===== config.mk =====
export PLATFORM = sky130hd
export DESIGN_NAME = humidity_exhaust_fan_duty_flat
export DESIGN_NICKNAME = d
export VERILOG_FILES = /design/src/rtl/hefd_pkg.sv /design/src/rtl/hefd_if.sv /design/src/rtl/hefd_div.sv /design/src/rtl/hefd_cfg.sv /design/src/rtl/humidity_exhaust_fan_duty.sv /design/src/flat_wrapper.sv
export SDC_FILE = /design/constraint.sdc
export NUM_CORES = 1
export LEC_CHECK = 0
export BUFFER_PORTS_ARGS = -buffer_cell sky130_fd_sc_hd__buf_2
export CAP_MARGIN = 5
export CELL_PAD_IN_SITES_DETAIL_PLACEMENT = 1
export CELL_PAD_IN_SITES_GLOBAL_PLACEMENT = 1
export CORE_MARGIN = 1.5
export CORE_UTILIZATION = 54
export CTS_CLUSTER_SIZE = 40
export DETAILED_ROUTE_END_ITERATION = 6
export HOLD_SLACK_MARGIN = 0.02
export PLACE_DENSITY = 0.89
export SETUP_SLACK_MARGIN = 0.4
export SLEW_MARGIN = 20
export SYNTH_ARGS = -nofsm -noshare
export SYNTH_HDL_FRONTEND = slang
export SYNTH_HIERARCHICAL = 1
export SYNTH_SLANG_ARGS = --single-unit
export TNS_END_PERCENT = 100

===== constraint.sdc =====
create_clock -name clk_i -period 18.55 [get_ports clk_i]
set_input_delay 2.7825 -clock clk_i [delete_from_list [all_inputs] [get_ports clk_i]]
set_output_delay 2.7825 -clock clk_i [all_outputs]
set_load 0.01 [all_outputs]

===== src/rtl/hefd_pkg.sv =====
// Shared types, constants and helpers of the humidity exhaust fan duty block.
package hefd_pkg;

  localparam int DutyW     = 8;
  localparam int PctW      = 7;
  localparam int ThrW      = 15;
  localparam int ErrW      = 16;
  localparam int CmdW      = 2;
  localparam int CfgAddrW  = 5;
  localparam int CfgDataW  = 32;
  localparam int CfgIdxW   = 3;
  localparam int DivDendW  = 23;
  localparam int DivDsorW  = 15;

  typedef enum logic [CmdW-1:0] {
    CMD_UPDATE = 2'd0,
    CMD_MANUAL = 2'd1,
    CMD_ALARM  = 2'd2
  } cmd_e;

  typedef enum logic [CfgIdxW-1:0] {
    REG_MIN_SPEED   = 3'd0,
    REG_MAX_SPEED   = 3'd1,
    REG_STALL_DUTY  = 3'd2,
    REG_HUMID_DEAD  = 3'd3,
    REG_HUMID_FULL  = 3'd4,
    REG_TEMP_LOW    = 3'd5,
    REG_TEMP_HIGH   = 3'd6
  } reg_e;

  typedef enum logic [2:0] {
    ST_IDLE,
    ST_CALC,
    ST_HDIV,
    ST_TEMP,
    ST_TDIV,
    ST_DONE
  } state_e;

  typedef struct packed {
    logic [DutyW-1:0] min_speed;
    logic [DutyW-1:0] max_speed;
    logic [DutyW-1:0] stall_duty;
    logic [ThrW-1:0]  humid_deadband;
    logic [ThrW-1:0]  humid_full_range;
    logic [ThrW-1:0]  temp_protect_low;
    logic [ThrW-1:0]  temp_protect_high;
  } cfg_t;

  localparam logic [DutyW-1:0] RstMinSpeed  = 8'd0;
  localparam logic [DutyW-1:0] RstMaxSpeed  = 8'd255;
  localparam logic [DutyW-1:0] RstStallDuty = 8'd40;
  localparam logic [ThrW-1:0]  RstHumidDead = 15'd512;
  localparam logic [ThrW-1:0]  RstHumidFull = 15'd3840;
  localparam logic [ThrW-1:0]  RstTempLow   = 15'd128;
  localparam logic [ThrW-1:0]  RstTempHigh  = 15'd512;

  // floor(d * 100 / 255); x/255 == (x + (x >> 8) + 1) >> 8 holds for x below 65535
  function automatic logic [PctW-1:0] duty_to_pct(input logic [DutyW-1:0] d);
    logic [15:0] p;
    logic [15:0] s;
    p = 16'(d) * 16'd100;
    s = p + (p >> 8) + 16'd1;
    return s[14:8];
  endfunction

endpackage


===== src/rtl/hefd_if.sv =====
// Valid/ready channel interfaces for command items and duty results.
interface hefd_in_if;
  logic                               valid;
  logic                               ready;
  logic [hefd_pkg::CmdW-1:0]          command;
  logic signed [hefd_pkg::ErrW-1:0]   temp_error;
  logic signed [hefd_pkg::ErrW-1:0]   humid_error;
  logic signed [hefd_pkg::ErrW-1:0]   manual_request;

  modport source (output valid, command, temp_error, humid_error, manual_request,
                  input ready);
  modport sink   (input valid, command, temp_error, humid_error, manual_request,
                  output ready);
endinterface

interface hefd_out_if;
  logic                        valid;
  logic                        ready;
  logic [hefd_pkg::DutyW-1:0]  duty;
  logic [hefd_pkg::PctW-1:0]   duty_percent;

  modport source (output valid, duty, duty_percent, input ready);
  modport sink   (input valid, duty, duty_percent, output ready);
endinterface


===== src/rtl/hefd_div.sv =====
// Iterative restoring divider, one quotient bit per cycle.
module hefd_div (
  input  logic                          clk_i,
  input  logic                          rst_ni,
  input  logic                          start_i,
  input  logic [hefd_pkg::DivDendW-1:0] dividend_i,
  input  logic [hefd_pkg::DivDsorW-1:0] divisor_i,
  output logic                          done_o,
  output logic [hefd_pkg::DivDendW-1:0] quotient_o
);

  localparam int DW = hefd_pkg::DivDendW;
  localparam int VW = hefd_pkg::DivDsorW;
  localparam int CW = $clog2(DW + 1);

  logic [DW-1:0] quo_q;
  logic [VW-1:0] rem_q;
  logic [VW-1:0] den_q;
  logic [CW-1:0] cnt_q;
  logic          busy_q;
  logic          done_q;

  logic [VW:0]   rem_sh;
  logic [VW:0]   rem_sub;
  logic          ge;
  logic [VW-1:0] rem_nx;

  always_comb begin
    rem_sh  = {rem_q, quo_q[DW-1]};
    rem_sub = rem_sh - {1'b0, den_q};
    ge      = rem_sh >= {1'b0, den_q};
    rem_nx  = ge ? rem_sub[VW-1:0] : rem_sh[VW-1:0];
  end

  always_ff @(posedge clk_i or negedge rst_ni) begin
    if (!rst_ni) begin
      busy_q <= 1'b0;
      done_q <= 1'b0;
      cnt_q  <= '0;
    end else begin
      done_q <= 1'b0;
      if (start_i) begin
        busy_q <= 1'b1;
        cnt_q  <= CW'(DW);
      end else if (busy_q) begin
        cnt_q <= cnt_q - CW'(1);
        if (cnt_q == CW'(1)) begin
          busy_q <= 1'b0;
          done_q <= 1'b1;
        end
      end
    end
  end

  always_ff @(posedge clk_i) begin
    if (start_i) begin
      quo_q <= dividend_i;
      rem_q <= '0;
      den_q <= divisor_i;
    end else if (busy_q) begin
      quo_q <= {quo_q[DW-2:0], ge};
      rem_q <= rem_nx;
    end
  end

  assign done_o     = done_q;
  assign quotient_o = quo_q;

endmodule


===== src/rtl/hefd_cfg.sv =====
// APB-style register file holding the fan duty configuration.
module hefd_cfg (
  input  logic                          clk_i,
  input  logic                          rst_ni,
  input  logic                          psel_i,
  input  logic                          penable_i,
  input  logic                          pwrite_i,
  input  logic [hefd_pkg::CfgAddrW-1:0] paddr_i,
  input  logic [hefd_pkg::CfgDataW-1:0] pwdata_i,
  output logic [hefd_pkg::CfgDataW-1:0] prdata_o,
  output logic                          pready_o,
  output hefd_pkg::cfg_t                cfg_o
);

  hefd_pkg::cfg_t                cfg_q;
  logic [hefd_pkg::CfgIdxW-1:0]  idx;
  logic                          wr;

  assign idx      = paddr_i[hefd_pkg::CfgAddrW-1:2];
  assign pready_o = 1'b1;
  assign wr       = psel_i && penable_i && pwrite_i;

  always_ff @(posedge clk_i or negedge rst_ni) begin
    if (!rst_ni) begin
      cfg_q.min_speed         <= hefd_pkg::RstMinSpeed;
      cfg_q.max_speed         <= hefd_pkg::RstMaxSpeed;
      cfg_q.stall_duty        <= hefd_pkg::RstStallDuty;
      cfg_q.humid_deadband    <= hefd_pkg::RstHumidDead;
      cfg_q.humid_full_range  <= hefd_pkg::RstHumidFull;
      cfg_q.temp_protect_low  <= hefd_pkg::RstTempLow;
      cfg_q.temp_protect_high <= hefd_pkg::RstTempHigh;
    end else if (wr) begin
      unique case (idx)
        hefd_pkg::REG_MIN_SPEED:  cfg_q.min_speed         <= pwdata_i[hefd_pkg::DutyW-1:0];
        hefd_pkg::REG_MAX_SPEED:  cfg_q.max_speed         <= pwdata_i[hefd_pkg::DutyW-1:0];
        hefd_pkg::REG_STALL_DUTY: cfg_q.stall_duty        <= pwdata_i[hefd_pkg::DutyW-1:0];
        hefd_pkg::REG_HUMID_DEAD: cfg_q.humid_deadband    <= pwdata_i[hefd_pkg::ThrW-1:0];
        hefd_pkg::REG_HUMID_FULL: cfg_q.humid_full_range  <= pwdata_i[hefd_pkg::ThrW-1:0];
        hefd_pkg::REG_TEMP_LOW:   cfg_q.temp_protect_low  <= pwdata_i[hefd_pkg::ThrW-1:0];
        hefd_pkg::REG_TEMP_HIGH:  cfg_q.temp_protect_high <= pwdata_i[hefd_pkg::ThrW-1:0];
        default: ;
      endcase
    end
  end

  always_comb begin
    unique case (idx)
      hefd_pkg::REG_MIN_SPEED:  prdata_o = hefd_pkg::CfgDataW'(cfg_q.min_speed);
      hefd_pkg::REG_MAX_SPEED:  prdata_o = hefd_pkg::CfgDataW'(cfg_q.max_speed);
      hefd_pkg::REG_STALL_DUTY: prdata_o = hefd_pkg::CfgDataW'(cfg_q.stall_duty);
      hefd_pkg::REG_HUMID_DEAD: prdata_o = hefd_pkg::CfgDataW'(cfg_q.humid_deadband);
      hefd_pkg::REG_HUMID_FULL: prdata_o = hefd_pkg::CfgDataW'(cfg_q.humid_full_range);
      hefd_pkg::REG_TEMP_LOW:   prdata_o = hefd_pkg::CfgDataW'(cfg_q.temp_protect_low);
      hefd_pkg::REG_TEMP_HIGH:  prdata_o = hefd_pkg::CfgDataW'(cfg_q.temp_protect_high);
      default:                  prdata_o = '0;
    endcase
  end

  assign cfg_o = cfg_q;

endmodule


===== src/rtl/humidity_exhaust_fan_duty.sv =====
// Humidity exhaust fan duty controller: one duty result per command item. Manual, alarm,
// release and unused commands, updates in manual mode, and updates below the humidity deadband
// reach the output register without a divider pass. An automatic update that needs the
// humidity ratio runs one pass of the shared 23-step bit-serial divider, and one that is
// throttled by temperature runs a pass for the throttle as well. The input is not ready while
// an item is in work. The result sits in an output register, and a finished item waits only
// if the previous result is still untaken.
module humidity_exhaust_fan_duty (
  input  logic                          clk_i,
  input  logic                          rst_ni,
  hefd_in_if.sink                       cmd_i,
  hefd_out_if.source                    res_o,
  input  logic                          psel,
  input  logic                          penable,
  input  logic                          pwrite,
  input  logic [hefd_pkg::CfgAddrW-1:0] paddr,
  input  logic [hefd_pkg::CfgDataW-1:0] pwdata,
  output logic [hefd_pkg::CfgDataW-1:0] prdata,
  output logic                          pready
);

  localparam int DutyW = hefd_pkg::DutyW;
  localparam int ThrW  = hefd_pkg::ThrW;
  localparam int ErrW  = hefd_pkg::ErrW;

  hefd_pkg::cfg_t   cfg;
  hefd_pkg::state_e state_q, state_d;

  // item registers
  logic [hefd_pkg::CmdW-1:0]  cmd_q;
  logic signed [ErrW-1:0]     terr_q;
  logic signed [ErrW-1:0]     herr_q;
  logic signed [ErrW-1:0]     req_q;

  logic                       manual_on_q;
  logic [DutyW-1:0]           manual_duty_q;
  logic [DutyW-1:0]           cur_duty_q;
  logic [DutyW-1:0]           duty_q;
  logic [DutyW-1:0]           lo_q;

  logic                       out_valid_q;
  logic [DutyW-1:0]           out_duty_q;
  logic [hefd_pkg::PctW-1:0]  out_pct_q;

  // divider
  logic                             div_start;
  logic [hefd_pkg::DivDendW-1:0]    div_dend;
  logic [hefd_pkg::DivDsorW-1:0]    div_dsor;
  logic                             div_done;
  logic [hefd_pkg::DivDendW-1:0]    div_quo;

  // control
  logic in_ready;
  logic out_load;

  // humidity path
  logic [DutyW-1:0]           emin, lo, hi, span;
  logic signed [ErrW:0]       excess;
  logic signed [ErrW:0]       hnum_full;
  logic signed [ErrW:0]       hden_full;
  logic                       below_dead;
  logic                       hsat;
  logic [ErrW-1:0]            hnum;
  logic [23:0]                hprod;

  // temperature path
  logic                       t_off;
  logic                       t_throttle;
  logic [ErrW-1:0]            tnum_full;
  logic [ThrW-1:0]            tden;
  logic [22:0]                tprod;
  logic [DutyW-1:0]           tq;

  hefd_cfg u_cfg (
    .clk_i     (clk_i),
    .rst_ni    (rst_ni),
    .psel_i    (psel),
    .penable_i (penable),
    .pwrite_i  (pwrite),
    .paddr_i   (paddr),
    .pwdata_i  (pwdata),
    .prdata_o  (prdata),
    .pready_o  (pready),
    .cfg_o     (cfg)
  );

  hefd_div u_div (
    .clk_i      (clk_i),
    .rst_ni     (rst_ni),
    .start_i    (div_start),
    .dividend_i (div_dend),
    .divisor_i  (div_dsor),
    .done_o     (div_done),
    .quotient_o (div_quo)
  );

  always_comb begin
    emin = (cfg.min_speed > cfg.max_speed) ? cfg.max_speed : cfg.min_speed;
    lo   = (emin > cfg.stall_duty) ? emin : cfg.stall_duty;
    hi   = (cfg.max_speed > lo) ? cfg.max_speed : lo;
    span = hi - lo;

    excess     = -$signed({herr_q[ErrW-1], herr_q});
    hnum_full  = excess - $signed({2'b00, cfg.humid_deadband});
    hden_full  = $signed({2'b00, cfg.humid_full_range})
               - $signed({2'b00, cfg.humid_deadband});
    below_dead = excess <= $signed({2'b00, cfg.humid_deadband});
    // full range at or under the deadband counts as full duty
    hsat       = (cfg.humid_full_range <= cfg.humid_deadband) || (hnum_full >= hden_full);
    hnum       = hnum_full[ErrW-1:0];
    hprod      = 24'(span) * 24'(hnum);

    t_off      = terr_q > $signed({1'b0, cfg.temp_protect_high});
    t_throttle = terr_q > $signed({1'b0, cfg.temp_protect_low});
    tnum_full  = {1'b0, cfg.temp_protect_high} - terr_q;
    tden       = cfg.temp_protect_high - cfg.temp_protect_low;
    tprod      = 23'(duty_q) * 23'(tnum_full[ThrW-1:0]);
    tq         = div_quo[DutyW-1:0];
  end

  // next state
  always_comb begin
    state_d = state_q;
    unique case (state_q)
      hefd_pkg::ST_IDLE: if (cmd_i.valid) state_d = hefd_pkg::ST_CALC;
      hefd_pkg::ST_CALC: begin
        if (cmd_q == hefd_pkg::CMD_UPDATE && !manual_on_q && !below_dead) begin
          state_d = hsat ? hefd_pkg::ST_TEMP : hefd_pkg::ST_HDIV;
        end else begin
          state_d = hefd_pkg::ST_DONE;
        end
      end
      hefd_pkg::ST_HDIV: if (div_done) state_d = hefd_pkg::ST_TEMP;
      hefd_pkg::ST_TEMP: begin
        state_d = (!t_off && t_throttle) ? hefd_pkg::ST_TDIV : hefd_pkg::ST_DONE;
      end
      hefd_pkg::ST_TDIV: if (div_done) state_d = hefd_pkg::ST_DONE;
      hefd_pkg::ST_DONE: if (!out_valid_q || res_o.ready) state_d = hefd_pkg::ST_IDLE;
      default: state_d = hefd_pkg::ST_IDLE;
    endcase
  end

  // control outputs
  always_comb begin
    in_ready  = 1'b0;
    out_load  = 1'b0;
    div_start = 1'b0;
    div_dend  = '0;
    div_dsor  = '0;
    unique case (state_q)
      hefd_pkg::ST_IDLE: in_ready = 1'b1;
      hefd_pkg::ST_CALC: begin
        div_start = cmd_q == hefd_pkg::CMD_UPDATE && !manual_on_q && !below_dead && !hsat;
        div_dend  = hprod[hefd_pkg::DivDendW-1:0];
        div_dsor  = hden_full[hefd_pkg::DivDsorW-1:0];
      end
      hefd_pkg::ST_TEMP: begin
        div_start = !t_off && t_throttle;
        div_dend  = tprod;
        div_dsor  = tden;
      end
      hefd_pkg::ST_DONE: out_load = !out_valid_q || res_o.ready;
      default: ;
    endcase
  end

  always_ff @(posedge clk_i or negedge rst_ni) begin
    if (!rst_ni) begin
      state_q       <= hefd_pkg::ST_IDLE;
      manual_on_q   <= 1'b0;
      manual_duty_q <= '0;
      cur_duty_q    <= '0;
      out_valid_q   <= 1'b0;
    end else begin
      state_q <= state_d;
      if (state_q == hefd_pkg::ST_CALC) begin
        unique case (cmd_q)
          hefd_pkg::CMD_MANUAL: begin
            if (req_q < 0) begin
              manual_on_q   <= 1'b0;
              manual_duty_q <= '0;
            end else begin
              manual_on_q   <= 1'b1;
              manual_duty_q <= (req_q > 255) ? DutyW'(255) : req_q[DutyW-1:0];
            end
          end
          hefd_pkg::CMD_ALARM: begin
            manual_on_q   <= 1'b1;
            manual_duty_q <= cfg.max_speed;
          end
          default: ;
        endcase
      end
      if (out_load) begin
        cur_duty_q  <= duty_q;
        out_valid_q <= 1'b1;
      end else if (res_o.ready) begin
        out_valid_q <= 1'b0;
      end
    end
  end

  // payload and working registers
  always_ff @(posedge clk_i) begin
    if (in_ready && cmd_i.valid) begin
      cmd_q  <= cmd_i.command;
      terr_q <= cmd_i.temp_error;
      herr_q <= cmd_i.humid_error;
      req_q  <= cmd_i.manual_request;
    end
    unique case (state_q)
      hefd_pkg::ST_CALC: begin
        lo_q <= lo;
        unique case (cmd_q)
          hefd_pkg::CMD_UPDATE: begin
            if (manual_on_q)     duty_q <= manual_duty_q;
            else if (below_dead) duty_q <= '0;
            else                 duty_q <= hi;
          end
          hefd_pkg::CMD_MANUAL: begin
            if (req_q < 0)        duty_q <= cur_duty_q;
            else if (req_q > 255) duty_q <= DutyW'(255);
            else                  duty_q <= req_q[DutyW-1:0];
          end
          hefd_pkg::CMD_ALARM: duty_q <= cfg.max_speed;
          default:             duty_q <= cur_duty_q;
        endcase
      end
      hefd_pkg::ST_HDIV: if (div_done) duty_q <= lo_q + tq;
      hefd_pkg::ST_TEMP: if (t_off) duty_q <= '0;
      hefd_pkg::ST_TDIV: begin
        // a throttled duty that would not turn the motor stops it
        if (div_done) duty_q <= (tq != '0 && tq < cfg.stall_duty) ? '0 : tq;
      end
      default: ;
    endcase
    if (out_load) begin
      out_duty_q <= duty_q;
      out_pct_q  <= hefd_pkg::duty_to_pct(duty_q);
    end
  end

  assign cmd_i.ready        = in_ready;
  assign res_o.valid        = out_valid_q;
  assign res_o.duty         = out_duty_q;
  assign res_o.duty_percent = out_pct_q;

endmodule


===== src/flat_wrapper.sv =====
// flat-port wrapper written by rule: the top's interface ports become plain ports
module humidity_exhaust_fan_duty_flat 
  (clk_i, rst_ni, psel, penable, pwrite, paddr, pwdata, prdata, pready, cmd_i_valid, cmd_i_command, cmd_i_temp_error, cmd_i_humid_error, cmd_i_manual_request, cmd_i_ready, res_o_valid, res_o_duty, res_o_duty_percent, res_o_ready);
  hefd_in_if cmd_i_i ();
  hefd_out_if res_o_i ();
  input  logic clk_i;
  input  logic rst_ni;
  input  logic psel;
  input  logic penable;
  input  logic pwrite;
  input  logic [hefd_pkg::CfgAddrW-1:0] paddr;
  input  logic [hefd_pkg::CfgDataW-1:0] pwdata;
  output logic [hefd_pkg::CfgDataW-1:0] prdata;
  output logic pready;
  input wire logic [$bits(cmd_i_i.valid)-1:0] cmd_i_valid;
  input wire logic [$bits(cmd_i_i.command)-1:0] cmd_i_command;
  input wire logic [$bits(cmd_i_i.temp_error)-1:0] cmd_i_temp_error;
  input wire logic [$bits(cmd_i_i.humid_error)-1:0] cmd_i_humid_error;
  input wire logic [$bits(cmd_i_i.manual_request)-1:0] cmd_i_manual_request;
  output wire logic [$bits(cmd_i_i.ready)-1:0] cmd_i_ready;
  output wire logic [$bits(res_o_i.valid)-1:0] res_o_valid;
  output wire logic [$bits(res_o_i.duty)-1:0] res_o_duty;
  output wire logic [$bits(res_o_i.duty_percent)-1:0] res_o_duty_percent;
  input wire logic [$bits(res_o_i.ready)-1:0] res_o_ready;
  assign cmd_i_i.valid = cmd_i_valid;
  assign cmd_i_i.command = cmd_i_command;
  assign cmd_i_i.temp_error = cmd_i_temp_error;
  assign cmd_i_i.humid_error = cmd_i_humid_error;
  assign cmd_i_i.manual_request = cmd_i_manual_request;
  assign cmd_i_ready = cmd_i_i.ready;
  assign res_o_valid = res_o_i.valid;
  assign res_o_duty = res_o_i.duty;
  assign res_o_duty_percent = res_o_i.duty_percent;
  assign res_o_i.ready = res_o_ready;
  humidity_exhaust_fan_duty u_core (.clk_i(clk_i), .rst_ni(rst_ni), .cmd_i(cmd_i_i), .res_o(res_o_i), .psel(psel), .penable(penable), .pwrite(pwrite), .paddr(paddr), .pwdata(pwdata), .prdata(prdata), .pready(pready));
endmodule

== Yosys cells after proc, flatten, opt, wreduce, memory -nomap -nowiden ==
Index checks and enable logic that the tools add are counted.

* Register bits: 246
* Bits of input ports: 94
* Output and inout bits: 50
* Logic and storage cells: 148

* Add/subtract/negate cells: 11
* $mul: 3
* Order comparisons: 12
* Eq/ne operators: 19
* Multiplexer cells: 44
* Reductions and logical operators: 33

{| class="wikitable"
|+ Operators by type and width
! operator !! count
|-
| $pmux 15 s7 || 1
|-
| $mux 8 || 12
|-
| $mux 23 || 2
|-
| $pmux 23 s2 || 1
|-
| $sub 15x15->15 || 3
|-
| $gt 16x16->1 || 2
|-
| $pmux 8 s4 || 1
|-
| $pmux 15 s2 || 1
|-
| $gt 8x8->1 || 3
|-
| $pmux 8 s3 || 1
|-
| $mul 8x15->23 || 1
|-
| $mul 8x16->23 || 1
|-
| $pmux 3 s6 || 1
|-
| $ge 17x17->1 || 1
|-
| $le 17x16->1 || 1
|-
| $neg 16->17 || 1
|-
| $sub 17x16->17 || 1
|-
| $ge 16x15->1 || 1
|-
| $gt 16x9->1 const B || 1
|-
| $lt 16x1->1 const B || 1
|-
| $pmux 8 s2 || 1
|-
| $reduce_and 2->1 || 8
|-
| $sub 15x15->16 || 1
|-
| $add 15x1->15 const B || 1
|-
| 29 further kinds || 74
|}

== Longest topological paths before layout ==
Gate-level depths: netlist (run 1).

* Depth in word-level cells: 10
* Mapped depth: 57
* Depth with buffers taken out: 51

== Modules after synthesis ==
Netlist (run 1), hierarchy kept.

{| class="wikitable"
|+ Modules (own cells, without submodules)
! module !! instances !! cells an instance !! area each (um^2) !! sequential area each (um^2)
|-
| humidity_exhaust_fan_duty || 1 || 2,111 || 18,227.5 || 2,957.8
|-
| hefd_cfg || 1 || 307 || 4,152.7 || 2,123.3
|-
| hefd_div || 1 || 298 || 3,325.7 || 1,616.6
|}

== Worst setup path after synthesis (run 1) ==
Ideal clock, no wire load.

* Kind: register to register
* Start point: register u_core.u_cfg.cfg_q (netlist bit u_core/u_cfg/cfg_o[70])
* End point: register u_core.u_div.quo_q[22] (netlist: u_core/u_div/quotient_o[22]) (data pin)
* Library setup time: 260 ps
* Arrival: 12,160 ps
* Setup slack: 6,130 ps
* Cell stages (with the launch flop): 55
* Buffers on the path: 5
* Period minus slack after synthesis: 12,420 ps
* Cell sequence: dfstp_2 clkbuf_1 inv_1 ha_1 nand4_1 nor2_1 a211o_1 clkbuf_1 and2_1 clkbuf_1 o21ai_0 ha_1 nand4_1 nand2b_1 o22ai_1 clkbuf_1 buf_1 mux2_2 (+19 left out) fa_1 fa_1 inv_1 fa_1 inv_1 fa_1 inv_1 ha_1 o21ai_0 a21oi_1 o41ai_1 o21a_1 a21boi_0 a41o_1 o41a_1 a21oi_1 o31ai_2 mux2_2

* Cells in the longest elaborated chain, start to end: 10

{| class="wikitable"
|+ RTL lines
! what !! RTL line !! text
|-
| from (decl) || hefd_cfg.sv:15 || <nowiki>hefd_pkg::cfg_t cfg_q;</nowiki>
|-
| $gt 8x8->1 || humidity_exhaust_fan_duty.sv:98 || <nowiki>emin = (cfg.min_speed > cfg.max_speed) ? cfg.max_speed : cfg.min_speed;</nowiki>
|-
| $mux 8 (*) || humidity_exhaust_fan_duty.sv:98 ||
|-
| $gt 8x8->1 || humidity_exhaust_fan_duty.sv:99 || <nowiki>lo = (emin > cfg.stall_duty) ? emin : cfg.stall_duty;</nowiki>
|-
| $mux 8 (*) || humidity_exhaust_fan_duty.sv:99 ||
|-
| net u_core.lo[6] || humidity_exhaust_fan_duty.sv:57 || <nowiki>logic [DutyW-1:0] emin, lo, hi, span;</nowiki>
|-
| $gt 8x8->1 || humidity_exhaust_fan_duty.sv:100 || <nowiki>hi = (cfg.max_speed > lo) ? cfg.max_speed : lo;</nowiki>
|-
| $mux 8 || humidity_exhaust_fan_duty.sv:100 ||
|-
| $sub 8x8->8 (*) || humidity_exhaust_fan_duty.sv:101 || <nowiki>span = hi - lo;</nowiki>
|-
| $mul 8x16->23 (*) || humidity_exhaust_fan_duty.sv:111 || <nowiki>hprod = 24'(span) * 24'(hnum);</nowiki>
|-
| $pmux 23 s2 (*) || humidity_exhaust_fan_duty.sv:150 || <nowiki>unique case (state_q)</nowiki>
|-
| net u_core.div_dend (one bit) || humidity_exhaust_fan_duty.sv:47 || <nowiki>logic [hefd_pkg::DivDendW-1:0] div_dend;</nowiki>
|-
| $mux 23 (*) || hefd_div.sv:56 || <nowiki>if (start_i) begin</nowiki>
|-
| to (signal assigned) || hefd_div.sv:57 || <nowiki>quo_q <= dividend_i;</nowiki>
|-
| to (signal assigned) || hefd_div.sv:61 || <nowiki>quo_q <= {quo_q[DW-2:0], ge};</nowiki>
|-
| to (decl) || hefd_div.sv:16 || <nowiki>logic [DW-1:0] quo_q;</nowiki>
|}

Mark *: on every way through the listed nets, which the timed path passes. The rest lies on a longest branch.
A chain may end at the register's enable or synchronous reset.

== Worst setup path in the final report (run 1) ==
* Start point: register u_core.u_cfg.cfg_q (netlist bit u_core/u_cfg/cfg_o[75])
* End point: register u_core.u_div.quo_q[22] (netlist: u_core/u_div/quotient_o[22]) (data pin)

The elaborated chain is that of the path after synthesis.

==> impl_metrics.env, run 1 <==
export IMPL_status="finished, final reports clean"
export IMPL_r2r_start="u_core/u_cfg/cfg_o[75]"
export IMPL_syn_area_sq_mm=0.0257
export IMPL_antenna_found_initial=1
export IMPL_initial_core_util_pct=55.0
export IMPL_ys_ff_latch=246
export IMPL_gp_congestion=0.940
export IMPL_vias_per_cell=6.26
export IMPL_ioPinCount=144
export IMPL_ys_types=99
export IMPL_grt_ovfl_total=0
export IMPL_rsz0062_at_grt="false"
export IMPL_fin_nets=3340
export IMPL_dieWidth_microns=221
export IMPL_drc=0
export IMPL_cp_max_fo=21
export IMPL_worstPathArrival_ps=15540
export IMPL_worst_setup_path_start_kind="flop"
export IMPL_critPathSlowestCell="dfstp_2"
export IMPL_synth_edf_count=119
export IMPL_end_kind="flop"
export IMPL_wl_per_cell_microns=24.3
export IMPL_finalHoldViolations=0
export IMPL_synthCells=2716
export IMPL_ys_warn_count=6
export IMPL_clkSinkCount=246
export IMPL_yosys_top_cells_count="373 x inv_1, 289 x ha_1, 176 x nand2_1"
export IMPL_final_min_clock_period_ps=15190
export IMPL_grtUsageTotal_pct=33.9
export IMPL_path_class="flop to flop"
export IMPL_final_antenna_net_count=0
export IMPL_tns_ps=0
export IMPL_wirelength_mm=83.0
export IMPL_grt_max_degree=75
export IMPL_yosysTopAreaCellShare_pct=14.1
export IMPL_core_sq_mm=0.0468
export IMPL_cts_resized=0
export IMPL_drv_slew=0
export IMPL_yosysTopAreaCell="ha_1"
export IMPL_finClkSkew_ps=33.1
export IMPL_hold_class="flop to flop"
export IMPL_synthArstFlopShare_pct=45.5
export IMPL_vias=21400
export IMPL_cts_tree="built"
export IMPL_numCtsBuffers=29
export IMPL_drtPass1Iterations=5
export IMPL_fmax_ghz=0.0658
export IMPL_drv_cap=0
export IMPL_cts_setup_buffers=0
export IMPL_drive_above_1_share_pct=12.7
export IMPL_root_buffer="clkbuf_16"
export IMPL_syn_area_per_cell_sq_um=9.46
export IMPL_critical_path_max_stage_delay_ps=710
export IMPL_hpwl_mm=65.0
export IMPL_port_buffers=106
export IMPL_whs_path_depth=2
export IMPL_hold_path_end="u_core/u_div/rem_q[14]"
export IMPL_yosys_top_cells_area="ha_1 14%, edfxtp_1 14%, fa_1 13%"
export IMPL_regToRegEndpoint="u_core/u_div/quotient_o[22]"
export IMPL_cts_max_level=1
export IMPL_yosysMostFrequentCell="inv_1"
export IMPL_rrSetupSlack_ps=3360
export IMPL_seq_area_frac_synth_pct=26.1
export IMPL_finalCritPeriodShare_pct=81.9
export IMPL_clockBufferDepth=3
export IMPL_grt_pass1_vias=23600
export IMPL_tightestPinTransition_ps=1200
export IMPL_worstSkewPairLatency_ps=600
export IMPL_dieArea_sq_mm=0.0489
export IMPL_clkTransAtPathRegs_ps=60
export IMPL_floorplan_rows=79
export IMPL_area_growth_syn_to_layout_pct=7.45
export IMPL_reg2reg_depth=49
export IMPL_required_ps=18890
export IMPL_slew_headroom_pct=19.2
export IMPL_drt_iter0_drc=1478
export IMPL_ys_flop_type="edfxtp_1"
export IMPL_die_h_microns=221
export IMPL_fin_util_pct=59.1
export IMPL_finalSetupViolCount=0
export IMPL_holdBufCountCts=0
export IMPL_crit_top_cell="inv_1"
export IMPL_grt_pass1_wl_mm=131
export IMPL_hp_start="u_core/u_div/rem_q[14]"
[worst max path at each step]
stage / startpoint / to / slack [ps]
finish: u_core/u_cfg/cfg_o[75] / u_core/u_div/quotient_o[22] / 3360
global placement: u_core/u_cfg/cfg_o[75] / u_core/u_div/quotient_o[22] / 4480
floorplan: u_core/u_cfg/cfg_o[70] / u_core/u_div/quotient_o[22] / 6130
CTS: u_core/u_cfg/cfg_o[75] / u_core/u_div/quotient_o[22] / 3650
global route: u_core/u_cfg/cfg_o[75] / u_core/u_div/quotient_o[22] / 2590
detailed placement: u_core/u_cfg/cfg_o[75] / u_core/u_div/quotient_o[22] / 3770
[metal layers]
metal,vias to the layer above,part of all wire (%),GRT usage (%)
met5,-,0,0
met4,0,5.6,17.5
met3,237,5.7,4.25
met2,820,49,59.0
met1,10800,40,41.2
li1,9497,-,-
[cell type report]
class | count | area, sq um
clock buffers | 29 | 726
clock inverters | 24 | 175
repair buffers | 125 | 676
multi-input cells | 2009 | 17200
well taps | 607 | 759
inverters | 375 | 1410
fillers | 5298 | 19100
flip-flops and latches | 246 | 6700
diodes | 1 | 2.50
[cells in the final DEF, fill, tap and decap left out, types with 29 or more instances in the layout]
master     instances
a21oi_1          117
xnor2_1           79
a21o_1            77
fa_1             171
o21ai_0          112
edfxtp_1         119
and2_1            58
nor2b_1           32
inv_1            373
buf_2            105
nor2_1           165
xor2_1            59
nand3_1           56
mux2_2            98
nor3_1            33
nand2_1          175
o22ai_1           33
dfrtp_1           95
clkbuf_16         29
nand2b_1          46
ha_1             289
[kinds of logic after synthesis]
group | share of synthesized area, %
simple gates | 13.6
fa+ha+maj | 27.4
mux | 6.01
other cells | 0.0292
buf+inv | 7.41
xor+xnor | 4.70
compound gates | 14.8
flops | 26.1
[flip-flops by register name, summed over array words and instances (netlist names), 2 cells and up]
signal,flops
u_core/u_cfg/cfg_o,84
u_core/res_o.duty,8
u_core/state_q,3
u_core/duty_q,8
u_core/cmd_q,2
u_core/res_o.duty_percent,7
u_core/lo_q,8
u_core/u_div/rem_q,15
u_core/terr_q,16
u_core/req_q,16
u_core/u_div/cnt_q,5
u_core/u_div/quotient_o,23
u_core/cur_duty_q,8
u_core/herr_q,16
u_core/u_div/den_q,15
u_core/manual_duty_q,8
[worst max-delay path, delay by kind of cell (launching register included)]
family,cells,cell delay (ps)
buffers and inverters,7,740
multiplexers,1,280
flip-flops,1,710
AO/OA/AOI/OAI,23,6930
adder cells (fa/ha/maj),9,3910
AND/OR/NAND/NOR,9,2400
[per-stage QoR]
stage,setup slack (ps),hold WS (ps),cells,instance area (sq um)
after floorplan,6130,475,2732,25800
after global routing,2590,536,3415,27600
after global placement,4480,497,3362,26700
final,3360,531,3416,27600
after CTS,3650,522,3415,27600
after detailed placement,3770,514,3362,26700
Power of run 1 is left out: the tool's default activity adds up to more than one toggle a clock period on the data nets, which glitch-free logic cannot reach.
==> run 2, diff against run 1 <==
Settings changed: ABC_AREA set to 1, CORE_UTILIZATION 54 to 48, PLACE_DENSITY 0.89 to 0.83.
Clock period 18.55 ns to 15.2 ns, I/O delays scaled along.
==> run 2 against run 1 <==
Effect of this change: routed wire length is 5.4% higher; non-clock buffer count is 5 lower; clock-buffer cell count is 19 higher; first-iteration DRC count is 21% higher; sequential share of layout area is 0.75 points lower; clock skew is 18 ps lower; synthesized cell count is 26% higher; via count is 12% higher; die area is 15% higher; critical path depth is 13 higher; critical endpoint is now u_core/u_div/quotient_o[20].
==> impl_metrics.env, run 2 <==
export IMPL_antenna_found_initial=1
export IMPL_ys_flop_type="edfxtp_1"
export IMPL_clkSinkCount=246
export IMPL_fin_area_sq_mm=0.0285
export IMPL_yosys_top_cells_area="ha_1 14%, edfxtp_1 14%, fa_1 13%"
export IMPL_hold_class="flop to flop"
export IMPL_met1_length_mm=36.0
export IMPL_tns_ps=0
export IMPL_wl_per_cell_microns=20.8
export IMPL_grt_pass1_vias=25700
export IMPL_dr_wl_met2_mm=42.4
export IMPL_clkTransAtPathRegs_ps=60
export IMPL_synth_edf_count=119
export IMPL_drive_above_1_share_pct=8.00
export IMPL_layout_commonest_cell="nand2_1"
export IMPL_core_sq_mm=0.0541
export IMPL_status="finished, final reports clean"
export IMPL_end_kind="flop"
export IMPL_ys_types=74
export IMPL_clockBufferDepth=3
export IMPL_cts_max_level=1
export IMPL_grt_max_degree=84
export IMPL_path_buf_inv=9
export IMPL_routed_top_layer="met4"
export IMPL_ys_ff_latch=246
export IMPL_largest_reg_flops=84
export IMPL_root_buffer="clkbuf_16"
export IMPL_seq_area_frac_synth_pct=25.3
export IMPL_hpwl_mm=70.2
export IMPL_cp_max_fo=15
export IMPL_yosys_top_cells_count="801 x nand2_1, 609 x inv_1, 289 x ha_1"
export IMPL_mostFrequentLayoutCells="801 x nand2_1, 608 x inv_1, 289 x ha_1"
export IMPL_area_growth_syn_to_layout_pct=7.86
export IMPL_dpl_cell_area_sq_mm=0.0274
export IMPL_ioPinCount=144
export IMPL_drv_cap=0
export IMPL_finalSetupViolCount=0
export IMPL_crit_top_cell="nand2_1"
export IMPL_syn_area_per_cell_sq_um=7.72
export IMPL_fmax_ghz=0.0828
export IMPL_synthArstFlopShare_pct=45.5
export IMPL_holdWs_ps=481
export IMPL_yosysTopAreaCell="ha_1"
export IMPL_die_h_microns=238
export IMPL_ys_warn_count=6
export IMPL_critical_path_max_stage_delay_ps=660
export IMPL_fin_util_pct=52.7
export IMPL_worstSkewPairLatency_ps=600
export IMPL_rrSetupSlack_ps=3130
export IMPL_dieArea_sq_mm=0.0565
export IMPL_yosysMostFrequentCell="nand2_1"
export IMPL_grt_pass1_wl_mm=138
export IMPL_vias=23900
export IMPL_gp_congestion=0.940
export IMPL_met3_length_mm=4.89
export IMPL_port_buffers=106
export IMPL_numCtsBuffers=31
export IMPL_slew_headroom_pct=28.2
export IMPL_grt_ovfl_total=0
export IMPL_drv_slew=0
export IMPL_dieWidth_microns=238
export IMPL_initial_core_util_pct=48.8
export IMPL_cts_tree="built"
export IMPL_wirelength_mm=87.5
export IMPL_finClkSkew_ps=14.9
export IMPL_final_antenna_net_count=0
export IMPL_syn_area_sq_mm=0.0264
export IMPL_finalHoldViolations=0
export IMPL_yosysTopAreaCellShare_pct=13.7
export IMPL_worstPathArrival_ps=12410
export IMPL_drtPass1Iterations=5
export IMPL_fin_nets=4042
export IMPL_cts_resized=0
export IMPL_required_ps=15540
export IMPL_critPathTopFamily="adder cells"
export IMPL_worst_setup_path_start_kind="flop"
export IMPL_holdBufCountCts=0
export IMPL_floorplan_rows=85
export IMPL_vias_per_cell=5.67
export IMPL_final_min_clock_period_ps=12070
export IMPL_grtUsageTotal_pct=31.3
export IMPL_synthCells=3422
export IMPL_rsz0062_at_grt="false"
export IMPL_finalCritPeriodShare_pct=79.4
export IMPL_cts_setup_buffers=0
export IMPL_drc=0
export IMPL_tightestPinTransition_ps=1070
export IMPL_path_class="flop to flop"
export IMPL_critPathSlowestCell="dfstp_2"
export IMPL_drt_iter0_drc=1784
run 2: cell types whose count changed in the layout (fill, tap and decap cells not counted), moves of 60 or more:
cell,change
inv_1,+235
o21ai_0,+87
nand2_1,+626
a21o_1,-69
nand4_1,+62
mux2_2,-90
nor2_1,+104
nand3_1,+60
run 2: area by class of cell:
type / instances / area [sq um]
Fill cell: 6760 / 25600
Multi-Input combinational cell: 2466 / 16900
Sequential cell: 246 / 6700
Inverter: 623 / 2350
Clock buffer: 48 / 931
Tap cell: 696 / 871
Timing Repair Buffer: 120 / 638
Clock inverter: 10 / 125
Antenna cell: 1 / 2.50
run 2: path summary, 6_finish.rpt:
check,start,end,cells after the start
setup reg to reg,u_core/u_cfg/cfg_o[70],u_core/u_div/quotient_o[20],62
hold / removal,u_core/u_div/rem_q[6],u_core/u_div/rem_q[6],2
hold reg to reg,u_core/u_div/rem_q[6],u_core/u_div/rem_q[6],2
setup / recovery,u_core/u_cfg/cfg_o[70],u_core/u_div/quotient_o[20],62
min in group asynchronous,rst_ni,u_core/u_cfg/cfg_o[56],1
max in group asynchronous,rst_ni,u_core/u_cfg/cfg_o[36],2
run 2: metrics by stage:
step / setup slack (ps) / cells
after global routing: 2280 / 4209
after CTS: 3220 / 4209
after detailed placement: 3240 / 4151
final: 3130 / 4210
after floorplan: 5120 / 3438
after global placement: 3720 / 4151
run 2: logic make-up (layout without fill, tap and decap cells):
| group | after synthesis | count (layout) | synth area share (%) |
|---|---|---|---|
| other cells | 2 | 19 | 0.0284 |
| mux | 9 | 9 | 0.379 |
| buf+inv | 726 | 801 | 11.1 |
| compound gates | 502 | 502 | 10.7 |
| flops | 246 | 246 | 25.3 |
| xor+xnor | 83 | 83 | 2.78 |
| simple gates | 1394 | 1394 | 23.0 |
| fa+ha+maj | 460 | 460 | 26.6 |
run 2: tightest hold or removal path, cell delays in order (launching register included):
cell,delay [ps]
dfxtp_1,320
nand2_1,70
nand2_1,50
run 2: routing by layer:
layer	track usage (%)	vias to the layer above
li1	-	11100
met1	39.0	11800
met2	54.4	733
met3	3.47	189
met4	14.2	0
met5	0	-
Power of run 2 is left out for the same reason.
==> run 3, diff against run 2 <==
Clock period 15.2 ns to 11.35 ns, I/O delays scaled along.
==> run 3 against run 2 <==
Effect of this change: via count increased by 1.8%; global-route usage increased by 0.35 points; register-to-register slack got worse by 2400 ps; core utilization increased by 1.5 points; final area increased by 2.9%; critical path depth increased by 3.
==> impl_metrics.env, run 3 (synthesis gave the netlist of run 2 again) <==
export IMPL_status="finished, final reports clean"
export IMPL_rsz0062_at_grt="false"
export IMPL_top_usage_layer="met2"
export IMPL_cp_max_fo=11
export IMPL_die_h_microns=238
export IMPL_final_antenna_net_count=0
export IMPL_finClkSkew_ps=22.5
export IMPL_port_buffers=106
export IMPL_cts_max_level=1
export IMPL_worstSkewPairLatency_ps=620
export IMPL_clkSinkCount=246
export IMPL_drc=0
export IMPL_grtUsageTotal_pct=31.6
export IMPL_core_sq_mm=0.0541
export IMPL_vias_per_cell=5.71
export IMPL_vias=24300
export IMPL_grt_pass1_vias=25900
export IMPL_initial_core_util_pct=48.8
export IMPL_critical_path_max_stage_delay_ps=560
export IMPL_grt_pass1_wl_mm=141
export IMPL_wirelength_mm=90.2
export IMPL_critPathSlowestCell="fa_1"
export IMPL_clockBufferDepth=3
export IMPL_ioPinCount=144
export IMPL_required_ps=11710
export IMPL_largest_reg_flops=84
export IMPL_grt_met2_usage_pct=55.7
export IMPL_dieArea_sq_mm=0.0565
export IMPL_use_met3_pct=2.64
export IMPL_slew_headroom_pct=26.0
export IMPL_worstPathArrival_ps=10970
export IMPL_hold_class="flop to flop"
export IMPL_antenna_found_initial=4
export IMPL_finalHoldViolations=0
export IMPL_grt_ovfl_total=0
export IMPL_floorplan_rows=85
export IMPL_drv_slew=0
export IMPL_drv_cap=0
export IMPL_finalCritPeriodShare_pct=93.5
export IMPL_area_growth_syn_to_layout_pct=11.0
export IMPL_dieWidth_microns=238
export IMPL_root_buffer="clkbuf_16"
export IMPL_mostFrequentLayoutCells="795 x nand2_1, 603 x inv_1, 277 x ha_1"
export IMPL_grt_max_degree=84
export IMPL_drive_above_1_share_pct=11.1
export IMPL_end_kind="flop"
export IMPL_crit_top_cell="nand2_1"
export IMPL_drtPass1Iterations=5
export IMPL_clkTransAtPathRegs_ps=60
export IMPL_hpwl_mm=69.7
export IMPL_cts_tree="built"
export IMPL_path_class="flop to flop"
export IMPL_final_min_clock_period_ps=10610
export IMPL_wl_per_cell_microns=21.2
export IMPL_worst_setup_path_start_kind="flop"
export IMPL_drt_iter0_drc=1568
export IMPL_grt_met1_usage_pct=40.4
export IMPL_holdWs_ps=479
export IMPL_numCtsBuffers=31
export IMPL_gp_congestion=0.931
export IMPL_layout_commonest_cell="nand2_1"
export IMPL_num_antenna_cells=0
export IMPL_fmax_ghz=0.0943
export IMPL_fin_nets=4085
export IMPL_tightestPinTransition_ps=1110
export IMPL_finalSetupViolCount=0
## run 3: cell types whose count changed in the layout (fill, tap and decap cells not counted), moves of 6 or more
cell and change:
buf_4 +37, o21ai_0 -18, ha_1 -12, a21oi_1 -10
o21ai_2 +10, a21oi_2 +9, ha_4 +9, nor2_1 -7
nand2_1 -6, o21ai_1 +6
## run 3: metal layers
metal	wire length, microns	up-vias
li1	-	11200
met1	38100	12200
met2	44400	687
met3	3910	210
met4	3720	4
met5	23	-
## run 3: through the flow
step	instances	cell area, sq um	util (%)	setup slack [ps]	TNS, ps
final	4252	29300	54.2	741	0
after global routing	4252	29300	54.2	220	0
after CTS	4236	28900	53.4	405	0
after detailed placement	4167	27600	50.9	-295	-692
after global placement	4167	27600	50.9	192	0
after floorplan	3438	26500	-	1270	0
## run 3: layout make-up
cell class,instances,area [sq um]
clock buffers,40,882
clock inverters,18,278
flip-flops and latches,246,6700
well taps,696,871
fillers,6717,24800
inverters,623,2360
multi-input cells,2468,17300
repair buffers,161,970
## run 3: path summary, 6_finish.rpt
path | startpoint | endpoint | slack, ps | cells past startpoint
max in group asynchronous | rst_ni | u_core/manual_duty_q[6] | 8790 | 2
max reg2reg | u_core/u_cfg/cfg_o[73] | u_core/u_div/quotient_o[20] | 740 | 65
min in group asynchronous | rst_ni | u_core/u_cfg/cfg_o[50] | 1130 | 1
min reg2reg | u_core/u_div/rem_q[9] | u_core/u_div/rem_q[9] | 480 | 2
max | u_core/u_cfg/cfg_o[73] | u_core/u_div/quotient_o[20] | 740 | 65
min | u_core/u_div/rem_q[9] | u_core/u_div/rem_q[9] | 480 | 2
## run 3: critical path, delay by kind of cell (launching register included)
| kind | cells | cell delay, ps |
|---|---|---|
| XOR/XNOR | 1 | 350 |
| buffers and inverters | 13 | 1220 |
| AO/OA/AOI/OAI | 12 | 1820 |
| flip-flops | 1 | 550 |
| AND/OR/NAND/NOR | 30 | 2940 |
| adder cells (fa/ha/maj) | 9 | 3460 |
## run 3: repair_timing
action | CTS | global route
endpoints found under the setup margin | 8 | 9
pin swaps | 10 | 32
hold buffers | 0 | 0
setup buffers | 9 | 15
resized for setup | 32 | 73
cloned | 2 | 1
Power of run 3 is left out for the same reason.
